## config.mk

```make
export PLATFORM = sky130hd
export DESIGN_NAME = mvsm_mul_unit
export DESIGN_NICKNAME = d
export VERILOG_FILES = /design/src/rtl/mvsm_mul_unit.sv
export SDC_FILE = /design/constraint.sdc
export NUM_CORES = 1
export LEC_CHECK = 0
export BUFFER_PORTS_ARGS = -buffer_cell sky130_fd_sc_hd__buf_2
export CORE_MARGIN = 4
export CORE_UTILIZATION = 58
export DETAILED_ROUTE_END_ITERATION = 10
export GPL_TIMING_DRIVEN = 0
export PLACE_DENSITY = 0.79
export SLEW_MARGIN = 20
export SYNTH_ARGS = -nofsm -noshare
export SYNTH_HDL_FRONTEND = slang
export SYNTH_SLANG_ARGS = --single-unit
```

## constraint.sdc

```tcl
create_clock -name clk_i -period 5.7 [get_ports clk_i]
set_input_delay 0.285 -clock clk_i [delete_from_list [all_inputs] [get_ports clk_i]]
set_output_delay 0.285 -clock clk_i [all_outputs]
set_load 0.05 [all_outputs]
```

## src/rtl/mvsm_mul_unit.sv

```systemverilog
// Shared signed 17x17 multiplier with registered product.
module mvsm_mul_unit (
  input  logic               clk_i,
  input  logic signed [16:0] a_i,
  input  logic signed [16:0] b_i,
  output logic signed [33:0] prod_o
);

  logic signed [33:0] prod_q;

  // one product per cycle, available the cycle after the operands
  always_ff @(posedge clk_i) begin
    prod_q <= a_i * b_i;
  end

  assign prod_o = prod_q;

endmodule

```

==> impl_table.tex <==
\begin{tabular}{lr}
\hline
Metric & Value \\
\hline
\multicolumn{2}{l}{\textbf{Global routing}} \\
\quad Maximum number of pins on one net before global-route repair & 18 \\
\quad Global-route wire length before repair & 48900 um \\
\quad Combined global-route utilization of all metal layers & 28.4\% \\
\quad GR Overflow Total & 0 \\
\quad Antenna violations before repair & 0 \\
\quad Number of global-route vias before repair & 9533 \\
\multicolumn{2}{l}{\textbf{Synth}} \\
\quad Number of instances in the synthesized netlist & 1238 \\
\quad Most instantiated flip-flop cell in the synthesis netlist & sky130\_fd\_sc\_hd\_\_dfxtp\_1 \\
\quad Cell type with the largest total area after synthesis & sky130\_fd\_sc\_hd\_\_fa\_1 \\
\quad Count leader, synth & sky130\_fd\_sc\_hd\_\_inv\_1 \\
\quad Number of unique standard cell types used by synthesis & 50 \\
\quad Ys Warns & 0 \\
\quad Number of synthesized flops with an enable pin & 0 \\
\quad Fraction of post-synthesis cell area in the top cell type by area & 50.9\% \\
\quad Share of the yosys chip area belonging to registers & 5.85\% \\
\quad Average footprint of a synthesized cell & 9.40 um\^{}2 \\
\quad Most frequent cells after synthesis & sky130\_fd\_sc\_hd\_\_inv\_1 (311), sky130\_fd\_sc\_hd\_\_fa\_1 (296), sky130\_fd\_sc\_hd\_\_and2\_1 (148) \\
\quad Largest cells by area after synthesis & sky130\_fd\_sc\_hd\_\_fa\_1 (51\%), sky130\_fd\_sc\_hd\_\_inv\_1 (10\%), sky130\_fd\_sc\_hd\_\_ha\_1 (9.1\%), sky130\_fd\_sc\_hd\_\_and2\_1 (8.0\%), sky130\_fd\_sc\_hd\_\_dfxtp\_1 (5.8\%) \\
\quad Total of flip-flops plus latches after synthesis & 34 \\
\quad Netlist Area Pre-Place & 0.0116 mm\^{}2 \\
\quad Post-synthesis async set-or-reset flop share & 0\% \\
\quad Number of nets produced by synthesis & 1654 \\
\multicolumn{2}{l}{\textbf{Final layout}} \\
\quad Non-filler instance count after layout & 1612 \\
\quad Post-route cell area & 0.0135 mm\^{}2 \\
\quad Layout Nets & 1762 \\
\quad Number of flip-flops in the largest register & 34 \\
\quad Antenna cells & 0 \\
\quad Fill count & 1446 \\
\quad Signed area change from the synthesized netlist to the final layout & 16.3\% \\
\quad Share of the core filled with cells & 69.1\% \\
\quad Share of layout cells above drive strength 1 & 14.8\% \\
\multicolumn{2}{l}{\textbf{Outcome}} \\
\quad Status & finished with violations \\
\quad Failing checks & setup timing \\
\multicolumn{2}{l}{\textbf{Floorplan}} \\
\quad Area of the core region & 0.0196 mm\^{}2 \\
\quad Number of top-level design ports & 69 \\
\quad Rows & 51 \\
\quad Chip Width & 150 um \\
\quad Die Y & 150 um \\
\quad Starting Density & 59.4\% \\
\quad Die area & 0.0224 mm\^{}2 \\
\multicolumn{2}{l}{\textbf{Worst setup path}} \\
\quad CP max-delay cell & sky130\_fd\_sc\_hd\_\_fa\_1 \\
\quad Largest stage delay on the critical path & 550 ps \\
\quad Kind of launch point of the worst setup path & input port \\
\quad Largest fanout on the critical path & 6 \\
\quad Critical path cell sequence & buf\_12, buf\_8, and2\_4, fa\_1, inv\_2, fa\_1, fa\_1, inv\_2, fa\_1, fa\_1, inv\_1, fa\_1, inv\_1, ha\_1, buf\_6, a21oi\_4, nand2\_2, a221oi\_4, a311oi\_2, or4b\_4, a31oi\_4, o21bai\_1, xor2\_1 \\
\quad Critical setup path kind & in -> reg \\
\quad Required time reported for the critical path endpoint & 5880 ps \\
\quad Endpoint class of the critical path & flop \\
\quad Arrival time worst endpoint & 6150 ps \\
\quad CP dominant cell by count & sky130\_fd\_sc\_hd\_\_fa\_1 \\
\multicolumn{2}{l}{\textbf{Clock network}} \\
\quad Clock input transition at the sequential cells of the worst setup and hold paths & 60 ps \\
\quad CTS Buf Count & 5 \\
\quad Clock tree from TritonCTS & built \\
\quad Hold-fix buffers, CTS & 0 \\
\quad Longest Clk Path Bufs & 2 \\
\quad Sinks on Clock Net & 34 \\
\quad Buffer cell driving the clock tree root & sky130\_fd\_sc\_hd\_\_clkbuf\_16 \\
\quad H-tree levels & 2 \\
\multicolumn{2}{l}{\textbf{Place}} \\
\quad DP HPWL & 23700 um \\
\quad Count of input and output buffers & 65 \\
\quad Total instance count after detailed placement & 1568 \\
\quad Placer's final routability congestion estimate & 0.988 \\
\quad Placed inst area & 0.0124 mm\^{}2 \\
\multicolumn{2}{l}{\textbf{STA}} \\
\quad Highest clock frequency the design can meet & 0.167 GHz \\
\quad Hold slack final & 358 ps \\
\quad Final worst setup slack & -278 ps \\
\quad Clock period minus final worst setup slack & 5980 ps \\
\quad Number of hold violations in the final report & 0 \\
\quad Number of setup violations in the final report & 4 \\
\quad Worst-Margin Slew & 879 ps \\
\quad Unrepaired setup endpoints after global routing & yes \\
\quad Relative slew slack & 40.8\% \\
\quad Final Max Tran Viols & 0 \\
\quad Period utilisation layout & 105\% \\
\multicolumn{2}{l}{\textbf{Route}} \\
\quad Post-route ant nets & 0 \\
\quad Number of DRC violations after detailed-routing iteration 0 & 459 \\
\quad DR vias & 8792 \\
\quad Final routed wirelength across all metal layers & 30200 um \\
\quad Post-DR vias/cell & 5.45 \\
\quad DRC violation count after routing & 0 \\
\quad Routed wire per std cell & 18.7 um \\
\quad Pre-antenna DRT Iters & 5 \\
\multicolumn{2}{l}{\textbf{Worst hold path}} \\
\quad Worst hold stages & 2 \\
\quad Worst hold start & a\_i[0] \\
\quad Terminating pin of the worst hold path & prod\_o[0]\$\_DFF\_P\_ \\
\quad Hold crit path type & in -> reg \\
\multicolumn{2}{l}{\textbf{Flow run}} \\
\quad Total of max-cap violations & 0 \\
\hline
\end{tabular}
placed cells by master, fill, tap and decap left out, types with 15 or more instances in the layout:
master / Yosys / final
sky130_fd_sc_hd__buf_4: 0 / 45
sky130_fd_sc_hd__ha_1: 85 / 78
sky130_fd_sc_hd__fa_1: 296 / 286
sky130_fd_sc_hd__nand2_1: 142 / 136
sky130_fd_sc_hd__inv_1: 311 / 304
sky130_fd_sc_hd__xnor2_1: 26 / 26
sky130_fd_sc_hd__a21oi_1: 17 / 15
sky130_fd_sc_hd__buf_2: 1 / 45
sky130_fd_sc_hd__clkbuf_16: 0 / 17
sky130_fd_sc_hd__nor2_1: 32 / 32
sky130_fd_sc_hd__dfxtp_1: 34 / 34
sky130_fd_sc_hd__and2_1: 148 / 143
critical path: cells and delay by family:
family,cells,cell delay [ps]
fa+ha+maj,7,3270
compound gates,5,1120
simple gates,3,770
buf+inv,7,540
xor+xnor,1,140
cells by family after synthesis:
family	share of synthesized area, %
adder cells (fa/ha/maj)	60.1
AND/OR/NAND/NOR	15.4
buffers and inverters	11.5
AO/OA/AOI/OAI	4.80
flip-flops	5.85
XOR/XNOR	2.26
multiplexers	0.0860
worst max path at each step:
stage,start,to,slack [ps],cells past startpoint
final,b_i[5],prod_o[31]$_DFF_P_,-280,23
after global routing,a_i[14],prod_o[31]$_DFF_P_,-430,21
after CTS,b_i[8],prod_o[31]$_DFF_P_,-250,24
after detailed placement,a_i[10],prod_o[31]$_DFF_P_,-1240,20
after global placement,a_i[8],prod_o[31]$_DFF_P_,-1160,21
after floorplan,b_i[8],prod_o[31]$_DFF_P_,-130,24
per-stage QoR:
stage / worst slack (ps) / setup TNS (ps)
after global placement: -1160 / -14060
after global routing: -428 / -1900
after floorplan: -132 / -232
final: -278 / -902
after CTS: -246 / -632
after detailed placement: -1240 / -16000
metal layers:
| layer | vias up | part of all wire (%) | global-route usage [%] |
|---|---|---|---|
| li1 | 3836 | - | - |
| met2 | 387 | 49 | 47.6 |
| met3 | 90 | 9.0 | 6.94 |
| met4 | 0 | 4.2 | 11.0 |
| met5 | - | 0 | 0 |
| met1 | 4479 | 38 | 36.0 |
final cells by class:
cell class | count | area, um^2 | share of cell area (%)
Clock inverter | 1 | 5.00 | 0.0370
Timing Repair Buffer | 107 | 815 | 6.02
Buffer | 37 | 573 | 4.24
Clock buffer | 7 | 143 | 1.05
Tap cell | 265 | 332 | 2.45
Inverter | 311 | 1170 | 8.63
Sequential cell | 34 | 681 | 5.03
Multi-Input combinational cell | 850 | 9810 | 72.5
timing repair:
item / in CTS / in global routing
pin swaps: 31 / 38
endpoints found under the setup margin: 17 / 12
setup buffers: 33 / 9
gates resized for setup: 152 / 44
Power is not shown: default switching activity piles up to over one toggle a cycle in this logic, so the estimate is an artifact.
