<file path="src/rtl/mvsm_pkg.sv">
// Shared types and constants of the stereo voice mixer.
package mvsm_pkg;

  localparam int unsigned CNT_W  = 7;   // active voice count, holds up to 127
  localparam int unsigned BUSY_W = 6;   // reported count, saturated
  localparam logic [16:0] UNITY  = 17'd32768;

  // Item operation codes
  typedef enum logic [1:0] {
    OP_WRITE = 2'd0,
    OP_START = 2'd1,
    OP_TICK  = 2'd2
  } op_e;

  // Sequencer states
  typedef enum logic [3:0] {
    ST_IDLE,
    ST_GAIN_L,
    ST_GAIN_R,
    ST_GAIN_W,
    ST_FIND,
    ST_VCHK,
    ST_MUL_L,
    ST_MUL_R,
    ST_SUM,
    ST_DONE
  } state_e;

  // Accepted word handed to the sequencer
  typedef struct packed {
    logic               go;
    logic [1:0]         op;
    logic [15:0]        addr;
    logic [16:0]        len;
    logic [15:0]        vol;
    logic signed [15:0] pan;
  } cmd_t;

  // Finished frame handed to the output register
  typedef struct packed {
    logic               valid;
    logic signed [15:0] left;
    logic signed [15:0] right;
    logic [5:0]         busy;
  } res_t;

  // One voice table entry; gains are worked out once at start
  typedef struct packed {
    logic [15:0] start;
    logic [16:0] pos;
    logic [16:0] len;
    logic [15:0] gain_l;
    logic [15:0] gain_r;
  } voice_t;

endpackage

</file>
<file path="src/rtl/mvsm_seq.sv">
// Sequencer: voice table, voice allocation and per-voice mixing over the shared multiplier.
module mvsm_seq #(
  parameter int unsigned VOICES             = 32,
  parameter int unsigned FRAME_ADDRESS_BITS = 16
) (
  input  logic                          clk_i,
  input  logic                          rst_ni,
  input  mvsm_pkg::cmd_t                cmd_i,
  output logic                          idle_o,
  input  logic                          out_free_i,
  output mvsm_pkg::res_t                res_o,
  output logic signed [16:0]            mul_a_o,
  output logic signed [16:0]            mul_b_o,
  input  logic signed [33:0]            mul_prod_i,
  output logic                          smp_re_o,
  output logic [FRAME_ADDRESS_BITS-1:0] smp_raddr_o,
  input  logic [31:0]                   smp_rdata_i
);

  localparam int unsigned IDX_W = (VOICES > 1) ? $clog2(VOICES) : 1;
  localparam int unsigned ACC_W = 33 + $clog2(VOICES);
  localparam int unsigned SUM_W = (FRAME_ADDRESS_BITS > 18) ? FRAME_ADDRESS_BITS : 18;
  localparam logic [IDX_W-1:0] LAST_IDX = IDX_W'(VOICES - 1);

  mvsm_pkg::state_e          state_q, state_d;
  logic [IDX_W-1:0]          idx_q, idx_d;
  logic [VOICES-1:0]         active_q, active_d;
  logic signed [ACC_W-1:0]   acc_l_q, acc_l_d;
  logic signed [ACC_W-1:0]   acc_r_q, acc_r_d;
  logic                      pend_q, pend_d;
  logic [mvsm_pkg::CNT_W-1:0] busy_q, busy_d;
  logic [15:0]               gain_l_q, gain_l_d;
  logic [15:0]               gain_r_q, gain_r_d;
  logic [15:0]               start_q, start_d;
  logic [16:0]               len_q, len_d;
  logic [15:0]               vol_q, vol_d;
  logic signed [15:0]        pan_q, pan_d;

  mvsm_pkg::voice_t          vmem_q [VOICES];
  mvsm_pkg::voice_t          vrd_q;
  mvsm_pkg::voice_t          vwr_data;
  logic                      vrd_en;
  logic [IDX_W-1:0]          vrd_addr;
  logic                      vwr_en;

  logic [16:0]               pan_pos;
  logic [16:0]               pan_neg;
  logic                      play;
  logic                      retire;
  logic                      is_last;
  logic [16:0]               next_pos;
  logic [SUM_W-1:0]          fsum;
  logic signed [ACC_W-1:0]   prod_ext;

  // floor by 2^15 and clamp to the Q1.15 range
  function automatic logic signed [15:0] sat_q15(input logic signed [ACC_W-1:0] acc);
    logic ovf;
    ovf = !((&acc[ACC_W-1:30]) || !(|acc[ACC_W-1:30]));
    if (ovf) begin
      sat_q15 = acc[ACC_W-1] ? 16'sh8000 : 16'sh7fff;
    end else begin
      sat_q15 = acc[30:15];
    end
  endfunction

  // pan split: positive pan cuts left, negative pan cuts right
  assign pan_pos  = pan_q[15] ? 17'd0 : {1'b0, pan_q};
  assign pan_neg  = pan_q[15] ? (17'd0 - {pan_q[15], pan_q}) : 17'd0;

  assign is_last  = (idx_q == LAST_IDX);
  assign play     = active_q[idx_q] && (vrd_q.pos < vrd_q.len);
  assign next_pos = vrd_q.pos + 17'd1;
  assign fsum     = SUM_W'(vrd_q.start) + SUM_W'(vrd_q.pos);
  assign smp_raddr_o = fsum[FRAME_ADDRESS_BITS-1:0];
  assign prod_ext = ACC_W'(mul_prod_i);

  assign idle_o   = (state_q == mvsm_pkg::ST_IDLE);

  // next state and datapath control
  always_comb begin
    state_d     = state_q;
    idx_d       = idx_q;
    active_d    = active_q;
    acc_l_d     = acc_l_q;
    acc_r_d     = acc_r_q;
    pend_d      = pend_q;
    busy_d      = busy_q;
    gain_l_d    = gain_l_q;
    gain_r_d    = gain_r_q;
    start_d     = start_q;
    len_d       = len_q;
    vol_d       = vol_q;
    pan_d       = pan_q;
    mul_a_o     = '0;
    mul_b_o     = '0;
    vrd_en      = 1'b0;
    vrd_addr    = idx_q;
    vwr_en      = 1'b0;
    vwr_data    = vrd_q;
    smp_re_o    = 1'b0;
    retire      = 1'b0;
    // result fields follow the accumulators
    res_o.valid = 1'b0;
    res_o.left  = sat_q15(acc_l_q);
    res_o.right = sat_q15(acc_r_q);
    res_o.busy  = (busy_q > 7'd63) ? 6'd63 : busy_q[mvsm_pkg::BUSY_W-1:0];

    case (state_q)
      mvsm_pkg::ST_IDLE: begin
        if (cmd_i.go) begin
          case (cmd_i.op)
            mvsm_pkg::OP_START: begin
              start_d = cmd_i.addr;
              len_d   = cmd_i.len;
              vol_d   = cmd_i.vol;
              pan_d   = cmd_i.pan;
              state_d = mvsm_pkg::ST_GAIN_L;
            end
            mvsm_pkg::OP_TICK: begin
              idx_d    = '0;
              vrd_en   = 1'b1;
              vrd_addr = '0;
              acc_l_d  = '0;
              acc_r_d  = '0;
              busy_d   = '0;
              pend_d   = 1'b0;
              state_d  = mvsm_pkg::ST_VCHK;
            end
            default: begin
              state_d = mvsm_pkg::ST_IDLE;
            end
          endcase
        end
      end

      // gain = (vol * (32768 - p)) >> 15, left then right
      mvsm_pkg::ST_GAIN_L: begin
        mul_a_o = {1'b0, vol_q};
        mul_b_o = mvsm_pkg::UNITY - pan_pos;
        state_d = mvsm_pkg::ST_GAIN_R;
      end
      mvsm_pkg::ST_GAIN_R: begin
        gain_l_d = mul_prod_i[30:15];
        mul_a_o  = {1'b0, vol_q};
        mul_b_o  = mvsm_pkg::UNITY - pan_neg;
        state_d  = mvsm_pkg::ST_GAIN_W;
      end
      mvsm_pkg::ST_GAIN_W: begin
        gain_r_d = mul_prod_i[30:15];
        idx_d    = '0;
        state_d  = mvsm_pkg::ST_FIND;
      end

      // scan for the lowest free voice; drop the start if none
      mvsm_pkg::ST_FIND: begin
        if (!active_q[idx_q]) begin
          vwr_en          = 1'b1;
          vwr_data.start  = start_q;
          vwr_data.pos    = '0;
          vwr_data.len    = len_q;
          vwr_data.gain_l = gain_l_q;
          vwr_data.gain_r = gain_r_q;
          active_d[idx_q] = 1'b1;
          state_d         = mvsm_pkg::ST_IDLE;
        end else if (is_last) begin
          state_d = mvsm_pkg::ST_IDLE;
        end else begin
          idx_d = idx_q + 1'b1;
        end
      end

      // per voice: fold in pending right product, advance, retire
      mvsm_pkg::ST_VCHK: begin
        if (pend_q) begin
          acc_r_d = acc_r_q + prod_ext;
        end
        pend_d = 1'b0;
        if (active_q[idx_q]) begin
          if (play) begin
            vwr_en       = 1'b1;
            vwr_data.pos = next_pos;
            smp_re_o     = 1'b1;
            retire       = (next_pos >= vrd_q.len);
          end else begin
            retire = 1'b1;
          end
          if (retire) begin
            active_d[idx_q] = 1'b0;
          end else begin
            busy_d = busy_q + 7'd1;
          end
        end
        if (play) begin
          state_d = mvsm_pkg::ST_MUL_L;
        end else if (is_last) begin
          state_d = mvsm_pkg::ST_SUM;
        end else begin
          idx_d    = idx_q + 1'b1;
          vrd_en   = 1'b1;
          vrd_addr = idx_q + 1'b1;
        end
      end

      mvsm_pkg::ST_MUL_L: begin
        mul_a_o = {smp_rdata_i[15], smp_rdata_i[15:0]};
        mul_b_o = {1'b0, vrd_q.gain_l};
        state_d = mvsm_pkg::ST_MUL_R;
      end

      mvsm_pkg::ST_MUL_R: begin
        acc_l_d = acc_l_q + prod_ext;
        mul_a_o = {smp_rdata_i[31], smp_rdata_i[31:16]};
        mul_b_o = {1'b0, vrd_q.gain_r};
        pend_d  = 1'b1;
        if (is_last) begin
          state_d = mvsm_pkg::ST_SUM;
        end else begin
          idx_d    = idx_q + 1'b1;
          vrd_en   = 1'b1;
          vrd_addr = idx_q + 1'b1;
          state_d  = mvsm_pkg::ST_VCHK;
        end
      end

      mvsm_pkg::ST_SUM: begin
        if (pend_q) begin
          acc_r_d = acc_r_q + prod_ext;
        end
        pend_d  = 1'b0;
        state_d = mvsm_pkg::ST_DONE;
      end

      // hand the frame over once the output register is free
      mvsm_pkg::ST_DONE: begin
        if (out_free_i) begin
          res_o.valid = 1'b1;
          state_d     = mvsm_pkg::ST_IDLE;
        end
      end

      default: begin
        state_d = mvsm_pkg::ST_IDLE;
      end
    endcase
  end

  // control registers
  always_ff @(posedge clk_i or negedge rst_ni) begin
    if (!rst_ni) begin
      state_q  <= mvsm_pkg::ST_IDLE;
      idx_q    <= '0;
      active_q <= '0;
      pend_q   <= 1'b0;
      busy_q   <= '0;
    end else begin
      state_q  <= state_d;
      idx_q    <= idx_d;
      active_q <= active_d;
      pend_q   <= pend_d;
      busy_q   <= busy_d;
    end
  end

  // datapath registers
  always_ff @(posedge clk_i) begin
    acc_l_q  <= acc_l_d;
    acc_r_q  <= acc_r_d;
    gain_l_q <= gain_l_d;
    gain_r_q <= gain_r_d;
    start_q  <= start_d;
    len_q    <= len_d;
    vol_q    <= vol_d;
    pan_q    <= pan_d;
  end

  // voice table: one write, one registered read
  always_ff @(posedge clk_i) begin
    if (vwr_en) begin
      vmem_q[idx_q] <= vwr_data;
    end
    if (vrd_en) begin
      vrd_q <= vmem_q[vrd_addr];
    end
  end

  a_busy_bound: assert property (@(posedge clk_i) disable iff (!rst_ni)
    busy_q <= mvsm_pkg::CNT_W'(VOICES))
    else $error("active voice count exceeds voice count");

  a_pend_state: assert property (@(posedge clk_i) disable iff (!rst_ni)
    pend_q |-> (state_q == mvsm_pkg::ST_VCHK || state_q == mvsm_pkg::ST_SUM))
    else $error("right product pending outside mix loop");

  a_mul_active: assert property (@(posedge clk_i) disable iff (!rst_ni)
    (state_q == mvsm_pkg::ST_MUL_L) |-> $past(active_q[idx_q]))
    else $error("mixing an inactive voice");

  a_find_free: assert property (@(posedge clk_i) disable iff (!rst_ni)
    (state_q == mvsm_pkg::ST_FIND && vwr_en) |-> !active_q[idx_q])
    else $error("start overwrote a busy voice");

  a_res_free: assert property (@(posedge clk_i) disable iff (!rst_ni)
    res_o.valid |-> out_free_i)
    else $error("frame issued while output register full");

endmodule

</file>
<file path="config.mk">
export PLATFORM = sky130hd
export DESIGN_NAME = mvsm_seq
export DESIGN_NICKNAME = d
export VERILOG_FILES = /design/src/rtl/mvsm_pkg.sv /design/src/rtl/mvsm_seq.sv
export SDC_FILE = /design/constraint.sdc
export NUM_CORES = 2
export LEC_CHECK = 0
export BUFFER_PORTS_ARGS = -buffer_cell sky130_fd_sc_hd__buf_2
export CAP_MARGIN = 20
export CORE_UTILIZATION = 35
export CTS_BUF_LIST = sky130_fd_sc_hd__clkbuf_4 sky130_fd_sc_hd__clkbuf_8
export DETAILED_ROUTE_END_ITERATION = 8
export PLACE_DENSITY = 0.54
export SLEW_MARGIN = 20
export SYNTH_ARGS = -nofsm -noshare
export SYNTH_HDL_FRONTEND = slang
export SYNTH_SLANG_ARGS = --single-unit
export TNS_END_PERCENT = 20
</file>
<file path="constraint.sdc">
create_clock -name clk_i -period 26.3 [get_ports clk_i]
set_input_delay 2.63 -clock clk_i [delete_from_list [all_inputs] [get_ports clk_i]]
set_output_delay 2.63 -clock clk_i [all_outputs]
set_load 0.02 [all_outputs]
</file>
==> flow_summary.yaml <==
outcome:
  outcome: "complete, no violations"
sta:
  timing.final.crit_share_pct: 31.2
  slew_headroom_pct: 22.3
  rsz0062_at_grt: "no"
  final.setup_skew_ns: 0.123
  finalHoldViolCount: 0
  tightest_slew_ns: 1.16
  setup_tns_ns: 0
  finalSetupViolCount: 0
  slew_viol_final: 0
  min_period_ns: 8.22
  hold_slack_ns: 0.512
  fmax_mhz: 122
die:
  coreArea_um2: 344000
  die_h_um: 590
  start_util_pct: 35.2
  dieArea_um2: 348000
  die_w_um: 590
  io_pins: 228
  rows: 215
power:
  max-vdd-ir-drop_mv: 0.264
  power_density_nw_per_um2: 116
  p_leak_nw: 47.9
global_route:
  grt_pass1_vias: 77182
  grt_max_degree: 179
  grt.met2_usage_pct: 35.6
  grt_pass1_wl_um: 568000
  antenna_found_initial: 42
  track_usage_pct: 22.5
  gr-usage-met3_pct: 4.22
  gr-usage-met1_pct: 31.5
  grt_busiest_layer: "met2"
  grt_overflow: 0
yosys:
  syn_nets: 9360
  ys_types: 83
  ys.warnings.count: 0
  synth_area_um2: 121000
  syn_inst: 9087
  synthFlopType: "edfxtp_1"
  synth_edf_count: 2879
  yosysSeqAreaShare_pct: 72.4
  avgSynthCellArea_um2: 13.3
  ys_async_sr_fraction_pct: 1.67
  ys_ff_latch: 2928
clock_tree:
  clk_pin_slew_ns: 0.06
  postCtsSetupBuffers: 0
  cts-root-buf: "clkbuf_8"
  cts_inserted_buffers: 475
  htreeDepth: 5
  hold_buffers: 0
  post_cts_resized: 0
  cts_sinks: 2928
  clkLatencyLatePin_ns: 1.17
  clk_path_buf_depth: 4
  tritoncts: "yes"
placement:
  place_congestion: 0.828
  dp_hpwl_um: 201000
  placedCellCount: 13480
  io_buffer_count: 227
finish:
  final_nets: 9676
  drive_gt1_share_pct: 13.9
  finalNonFillerCells: 14348
  syn2layout_area_growth_pct: 13.0
  final_core_util_pct: 39.8
routing:
  vias: 80786
  ant_nets: 0
  drtPass1Iterations: 6
  wire_per_inst_um: 28.1
  drc_errors: 0
  routed_wirelength_um: 403000
  routed_via_density: 5.63
  drtIter0Drc: 10615
critical_path:
  arrival_ns: 9.09
  end_kind: "flop"
  crit_fanout: 112
  path_class: "input port to flop"
  start_kind: "input port"
  cp_data_required_time_ns: 27.18
run:
  cap_viol_max_count: 0
min_path:
  min_path_type: "flop to flop"
==> final timing paths <==
check	start	to	slack [ns]	cells past startpoint
worst max-delay path	cmd_i[65]	vrd_q[48]$_DFFE_PP_	18.08	15
worst min-delay path	flop	flop	0.51	1
worst max register to register	vrd_q[43]$_DFFE_PP_	vrd_q[8]$_DFFE_PP_	18.31	17
worst min register to register	flop	flop	0.51	1
max in group asynchronous	rst_ni	asynchronous set/reset pin	24.14	2
min in group asynchronous	rst_ni	busy_q[3]$_DFFE_PN0P_	1.64	2
==> metal layers <==
layer | vias up | wire length (µm) | part of all wire [%]
met5 | - | 215 | 0.053
met4 | 28 | 11800 | 2.9
met2 | 4088 | 185000 | 46
met3 | 683 | 37600 | 9.3
li1 | 34715 | - | -
met1 | 41272 | 169000 | 42
==> synth_stat cells (all sizes together) (10+ instances only) <==
library cell / number / area, µm²
nor2b: 24 / 150
xor2: 55 / 482
dfrtp: 49 / 1230
buf: 257 / 1350
ha: 133 / 1660
a32oi: 47 / 412
clkbuf: 305 / 1140
a31oi: 392 / 2450
a21oi: 149 / 746
a221oi: 42 / 385
or3: 23 / 144
nand2b: 15 / 93.8
and3: 447 / 2800
o2111ai: 10 / 87.6
nand2: 2490 / 9350
a222oi: 32 / 320
nand4: 75 / 475
inv: 88 / 330
a21o: 46 / 345
a22oi: 106 / 801
mux4: 36 / 811
or2: 18 / 113
xnor2: 56 / 490
mux2: 89 / 1000
nand3: 312 / 1560
nor3: 23 / 115
o21bai: 11 / 82.6
nor2: 206 / 803
o21a: 15 / 113
o21ai: 222 / 1110
a311oi: 148 / 1300
edfxtp: 2879 / 86500
o211ai: 75 / 563
a211oi: 13 / 97.6
and2: 16 / 100
mux2i: 81 / 811
==> where the power goes <==
| part | internal (W) | switching (W) | leakage, nW | total, W |
|---|---|---|---|---|
| registers | 0.00594 | 0.000185 | 26.6 | 0.00612 |
| logic | 0.00163 | 0.00422 | 16.4 | 0.00585 |
| clock network | 0.00205 | 0.00187 | 4.90 | 0.00392 |
| total | 0.00962 | 0.00627 | 47.9 | 0.0159 |
==> kinds of logic (layout without fill, tap and decap cells) <==
logic type                 Yosys count  after routing  synth area share, %
other                                0              9                    0
muxes                              206            206                 2.17
xor gates and xnor gates           111            111                0.802
adders and majority gates          136            136                 1.42
DFF                               2928           2928                 72.4
and+or+nand+nor                   3677           3677                 13.1
buffers and inverters              652           1347                 2.34
AOI/OAI and AO/OA                 1377           1377                 7.76
==> flip-flops by register name, summed over array words and instances, names as in the netlist, 16 cells and up, named ones only <==
name and flops:
acc_l_q 38, acc_r_q 38, gain_l_q 16, gain_r_q 16, len_q 17, pan_q 16
start_q 16, vmem_q 2624, vol_q 16, vrd_q 82
==> area by class of cell <==
class	instances	area [µm²]
well taps	4557	5700
fillers	31983	207000
diodes	9	22.5
repair buffers	401	2770
flip-flops and latches	2928	87700
multi-input cells	5507	31100
inverters	90	338
clock buffers	659	7930
clock inverters	197	1350
==> metrics by stage <==
step	cell area (µm²)	setup slack, ns	total power (W)
after floorplan	121000	17.60	0.00996
after global placement	128000	17.02	0.0119
after detailed placement	128000	16.95	0.0120
after CTS	137000	18.08	0.0159
after global routing	137000	17.76	0.0166
final	137000	18.08	0.0159
==> layout by cell type (no fill, tap or decap), types with 36 or more instances in the layout <==
master    synthesis  final
nand3_1         312    312
nor2_4            3     43
nor2_1          200    160
buf_2           182    227
nand4_1          74     74
a32oi_1          47     47
xnor2_1          56     56
ha_1            133    133
clkbuf_8          0    476
xor2_1           55     55
a311oi_1        148    148
mux2_2           86     85
inv_1            87     87
dfrtp_1          49     49
mux2i_1          81     80
o211ai_1         75     75
clkinv_1          2    128
buf_4            27    147
a21oi_1         149    148
a21o_1           46     45
a221oi_1         41     41
clkbuf_4          0    183
o21ai_1          48     53
a22oi_1         105    103
a31oi_1         392    392
nand2_1        2489   2486
o21ai_0         173    165
and3_1          447    445
edfxtp_1       2879   2879
mux4_2           36     36
==> critical path: stages <==
cell	delay (ns)
buf_2	0.11
inv_1	0.05
ha_1	0.23
nand2_1	0.15
or4_1	0.43
a21o_1	0.28
o32ai_1	0.56
mux2_8	0.78
buf_4	0.70
buf_4	0.68
buf_4	0.68
buf_4	0.76
mux4_2	0.60
o211ai_1	0.18
nand4_1	0.11
Power figures use the tool's default switching activity.
